**src/hdl/lpct_pkg.sv**
```systemverilog
package lpct_pkg;

    localparam int NW = 25;

    typedef struct packed {
        logic          operation;
        logic [NW-1:0] query_value;
    } lpct_in_t;

    typedef struct packed {
        logic [NW-1:0] prime_count;
        logic          count_valid;
    } lpct_out_t;

    localparam logic OP_BUILD = 1'b0;
    localparam logic OP_QUERY = 1'b1;

    // Divider request and response between top level and lpct_div
    typedef struct packed {
        logic          start;
        logic [NW-1:0] dividend;
        logic [NW-1:0] divisor;
    } lpct_div_req_t;

    typedef struct packed {
        logic          done;
        logic [NW-1:0] quotient;
    } lpct_div_rsp_t;

endpackage

```
**src/hdl/lpct_div.sv**
```systemverilog
module lpct_div
    import lpct_pkg::*;
(
    input  logic          clk,
    input  logic          rst_n,
    input  lpct_div_req_t req,
    output lpct_div_rsp_t rsp
);

    logic [NW-1:0] rem_reg, rem_next;
    logic [NW-1:0] quo_reg, quo_next;
    logic [NW-1:0] dvs_reg, dvs_next;
    logic [4:0]    cnt_reg, cnt_next;
    logic          busy_reg, busy_next;
    logic          done_reg, done_next;
    logic [NW:0]   trial;
    logic [NW:0]   shifted;

    // restoring division, one quotient bit a cycle
    always_comb
    begin
        rem_next  = rem_reg;
        quo_next  = quo_reg;
        dvs_next  = dvs_reg;
        cnt_next  = cnt_reg;
        busy_next = busy_reg;
        done_next = 1'b0;
        shifted   = {rem_reg, quo_reg[NW-1]};
        trial     = shifted - {1'b0, dvs_reg};
        if (req.start)
        begin
            rem_next  = '0;
            quo_next  = req.dividend;
            dvs_next  = req.divisor;
            cnt_next  = 5'(NW);
            busy_next = 1'b1;
        end
        else if (busy_reg)
        begin
            if (!trial[NW])
            begin
                rem_next = trial[NW-1:0];
                quo_next = {quo_reg[NW-2:0], 1'b1};
            end
            else
            begin
                rem_next = shifted[NW-1:0];
                quo_next = {quo_reg[NW-2:0], 1'b0};
            end
            cnt_next = cnt_reg - 5'd1;
            if (cnt_reg == 5'd1)
            begin
                busy_next = 1'b0;
                done_next = 1'b1;
            end
        end
    end

    always_ff @(posedge clk or negedge rst_n)
    begin
        if (!rst_n)
        begin
            busy_reg <= 1'b0;
            done_reg <= 1'b0;
            cnt_reg  <= '0;
        end
        else
        begin
            busy_reg <= busy_next;
            done_reg <= done_next;
            cnt_reg  <= cnt_next;
        end
    end

    always_ff @(posedge clk)
    begin
        rem_reg <= rem_next;
        quo_reg <= quo_next;
        dvs_reg <= dvs_next;
    end

    assign rsp.done     = done_reg;
    assign rsp.quotient = quo_reg;

endmodule

```
**config.mk**
```make
export PLATFORM = sky130hd
export DESIGN_NAME = lpct_div
export DESIGN_NICKNAME = d
export VERILOG_FILES = /design/src/hdl/lpct_pkg.sv /design/src/hdl/lpct_div.sv
export SDC_FILE = /design/constraint.sdc
export NUM_CORES = 1
export LEC_CHECK = 0
export ABC_AREA = 1
export BUFFER_PORTS_ARGS = -buffer_cell sky130_fd_sc_hd__buf_2
export CAP_MARGIN = 30
export CORE_MARGIN = 8
export CORE_UTILIZATION = 60
export CTS_BUF_LIST = sky130_fd_sc_hd__clkbuf_2
export CTS_CLUSTER_SIZE = 10
export DETAILED_ROUTE_END_ITERATION = 6
export GPL_ROUTABILITY_DRIVEN = 0
export PLACE_DENSITY = 0.83
export SYNTH_ARGS = -nofsm -noshare
export SYNTH_HDL_FRONTEND = slang
export SYNTH_SLANG_ARGS = --single-unit
export TNS_END_PERCENT = 30
```
**constraint.sdc**
```tcl
create_clock -name clk -period 2.3 [get_ports clk]
set_input_delay 0.23 -clock clk [delete_from_list [all_inputs] [get_ports clk]]
set_output_delay 0.23 -clock clk [all_outputs]
set_load 0.01 [all_outputs]
```
==> load_flow_metrics.sql <==
INSERT INTO impl_metrics (metric_group, metric, value, unit) VALUES
('global_routing', 'globalRouteOverflowTotal', '0', ''),
('outcome', 'failed_checks', 'DRC', ''),
('clocking', 'cts.root.buffer_cell', 'clkbuf_2', ''),
('detailed_routing', 'vias_per_cell', '5.36', ''),
('cells_and_area', 'post_layout_nonfiller_instances', '1043', ''),
('floorplanning', 'vertical_extent_of_the_die', '111', 'µm'),
('logic_synthesis', 'mappedNetlistArea', '5440', 'µm²'),
('logic_synthesis', 'post_synth_main_area_contributors', 'edfxtp_1, nand2_1, inv_1, dfxtp_1, nand3_1', ''),
('setup_path', 'crit_path_top_delay_cell', 'edfxtp_1', ''),
('cells_and_area', 'mostFrequentLayoutCell', 'nand2_1', ''),
('sta', 'worst-slew-pin-transition', '0.699', 'ns'),
('logic_synthesis', 'yosys.cell_types.count', '33', ''),
('sta', 'min_period', '2.25', 'ns'),
('detailed_routing', 'num_vias', '5588', ''),
('setup_path', 'worst_ep_required_time', '2.86', 'ns'),
('sta', 'final_hold_viol_count', '0', ''),
('floorplanning', 'floorplan.initialDensity', '62.1', '%'),
('sta', 'slew_hr', '53.1', '%'),
('power', 'leakagePower', '3.76', 'nW'),
('power', 'clock_power_share', '9.5', '%'),
('sta', 'timing_max_transition_violations_final', '0', ''),
('clocking', 'cts.reportedPaths.clkPinSlew', '0.29', 'ns'),
('sta', 'fin_setup_tns', '0', 'ns'),
('clocking', 'clock_sinks', '82', ''),
('cells_and_area', 'finalNetCount', '1011', ''),
('setup_path', 'critical_path.endpoint_type', 'flip-flop', ''),
('setup_path', 'timing.critical_path.fanout_max', '3', ''),
('floorplanning', 'floorplan.rows', '34', ''),
('cells_and_area', 'drive_above_1_share', '16.9', '%'),
('cells_and_area', 'insertedDiodeCount', '0', ''),
('place', 'port_buffers', '78', ''),
('setup_path', 'crit_path_cell_trace', 'inv_1 > ha_1 > fa_1 > inv_1 > nand2_1 > nand2_1 > and2_1 > nand3b_1 > nand3_1 > nand2_1 > nand2_1 > inv_1 > nand2_2 > nand3_1 > nand2_1', ''),
('clocking', 'ctsHtreeMaxLevel', '3', ''),
('power', 'ir_drop', '0.472', 'mV'),
('outcome', 'status', 'finished with violations', ''),
('power', 'total_power', '7.89', 'mW'),
('floorplanning', 'design.portCount', '79', ''),
('hold_path', 'worst_hold_path_type', 'in -> reg', ''),
('detailed_routing', 'detail_route.wl_per_cell', '15.3', 'µm'),
('detailed_routing', 'first_pass_iters', '7', ''),
('clocking', 'worst_skew_pair.late_latency', '0.61', 'ns'),
('global_routing', 'grt_first_pass_wirelength', '24.5', 'mm'),
('floorplanning', 'floorplan.die_area', '12400', 'µm²'),
('cells_and_area', 'layout.filler_cells', '580', ''),
('sta', 'timing.final.crit_share', '97.8', '%'),
('detailed_routing', 'final_routed_drc_violation_total', '1', ''),
('cells_and_area', 'final_cell_utilization_of_the_core', '78.9', '%'),
('cells_and_area', 'area_growth', '27.1', '%'),
('detailed_routing', 'postRouteAntennaNets', '0', ''),
('logic_synthesis', 'sequential_to_total_area_share_from_yosys_stat', '40.0', '%'),
('sta', 'max_clock_freq', '444', 'MHz'),
('power', 'share_seq_of_total_power', '27.7', '%'),
('global_routing', 'grt_max_degree', '41', ''),
('setup_path', 'max_stage_delay', '0.42', 'ns'),
('global_routing', 'global_route.usage.total', '23.6', '%'),
('power', 'power_report.internal_total', '4.02', 'mW'),
('sta', 'fin_worst_skew', '0.0434', 'ns'),
('power', 'switching_power', '3.88', 'mW'),
('place', 'dp.final_hpwl', '9.70', 'mm'),
('place', 'dp.cells', '968', ''),
('logic_synthesis', 'yosys.area.top_type', 'edfxtp_1', ''),
('logic_synthesis', 'number_of_instances_in_the_synthesized_netlist', '790', ''),
('clocking', 'cts_tree', 'done', ''),
('floorplanning', 'area_inside_the_core_boundary', '8760', 'µm²'),
('setup_path', 'path_buf_inv', '3', ''),
('clocking', 'largest_buffer_count_on_any_clock_path', '2', ''),
('power', 'combinationalPowerShare', '62.8', '%'),
('setup_path', 'cp-start-kind', 'flip-flop', ''),
('logic_synthesis', 'synth_seq_cells', '82', ''),
('logic_synthesis', 'postSynthAreaPerCell', '6.89', 'µm²'),
('logic_synthesis', 'syn-num-nets', '871', '');
## worst register-to-register path, delay by kind of cell, from the launching register on
family                     cells  cell delay, ns
adders and majority gates      2            0.62
DFF                            1            0.42
and+or+nand+nor               10            0.96
buffers and inverters          3            0.23
## final timing paths
path                            cells after the start   startpoint          end  slack [ns]
worst max-delay path                               15  quo_reg[24]  rem_reg[20]        0.05
worst min-delay path                                1      req[50]  dvs_reg[24]        0.08
worst max register to register                     15  quo_reg[24]  rem_reg[20]        0.05
worst min register to register                      2   rem_reg[6]   rem_reg[6]        0.50
max in group asynchronous                           3        rst_n     busy_reg        1.46
min in group asynchronous                           3        rst_n   cnt_reg[4]        0.56
## power by group through the flow
stage	Sequential [mW]	Clock (mW)	Combinational (mW)
final	2.19	0.748	4.96
after global placement	2.14	0	3.91
after floorplan	2.13	0	3.23
after CTS	2.13	0.750	4.11
after detailed placement	2.15	0	4.01
after global routing	2.22	0.806	5.49
## what timing repair did
action	CTS	global route
hold buffers	52	0
resized for setup	0	47
buffers inserted	0	4
endpoints found under the setup margin	0	26
hold endpoints to repair	57	0
## layer usage
metal / share of wire [%] / GRT usage [%] / vias up
li1: - / - / 2688
met1: 39 / 27.0 / 2525
met2: 49 / 39.5 / 314
met3: 9.5 / 6.98 / 61
met4: 3.1 / 10.7 / 0
met5: 0 / 0 / -
## synthesized netlist by cell type (all sizes together)
master	number
dfrtp	7
nor3	1
inv	160
a21o	1
nand3	71
o21ai	7
buf	10
nor2	44
xor2	5
clkbuf	7
fa	1
o22ai	1
nand2	334
clkinv	1
dfxtp	25
or2	2
edfxtp	50
nand3b	2
a21oi	17
and2	2
ha	27
nand4	7
xnor2	8
## area by class of cell
type,count,area [µm²],share of cell area (%)
inverter,161,604,8.74
sequential,82,2180,31.5
timing repair buffer,145,1100,15.9
clock buffer,9,45.0,0.651
multi-input combinational,531,2790,40.4
clock inverter,7,62.6,0.904
tap,108,135,1.95
## kinds of logic (layout without fill, tap and decap cells)
logic type	Yosys count	count (layout)	share of synthesized area (%)
and+or+nand+nor	463	464	35.7
buffers and inverters	178	322	13.1
DFF	82	82	40.0
adders and majority gates	28	28	6.57
AOI/OAI and AO/OA	26	26	2.53
xor gates and xnor gates	13	13	2.09
## metrics by stage
| step | hold WS [ns] | area [µm²] | worst slack, ns |
|---|---|---|---|
| after floorplan | -0.0656 | 5440 | 0.385 |
| after global placement | 0.0650 | 5930 | 0.187 |
| after detailed placement | 0.0722 | 5930 | 0.112 |
| after CTS | 0.0814 | 6560 | 0.0198 |
| after global routing | 0.0648 | 6920 | -0.145 |
| final | 0.0844 | 6920 | 0.0497 |
No activity file was read; power rests on OpenSTA's default activity.
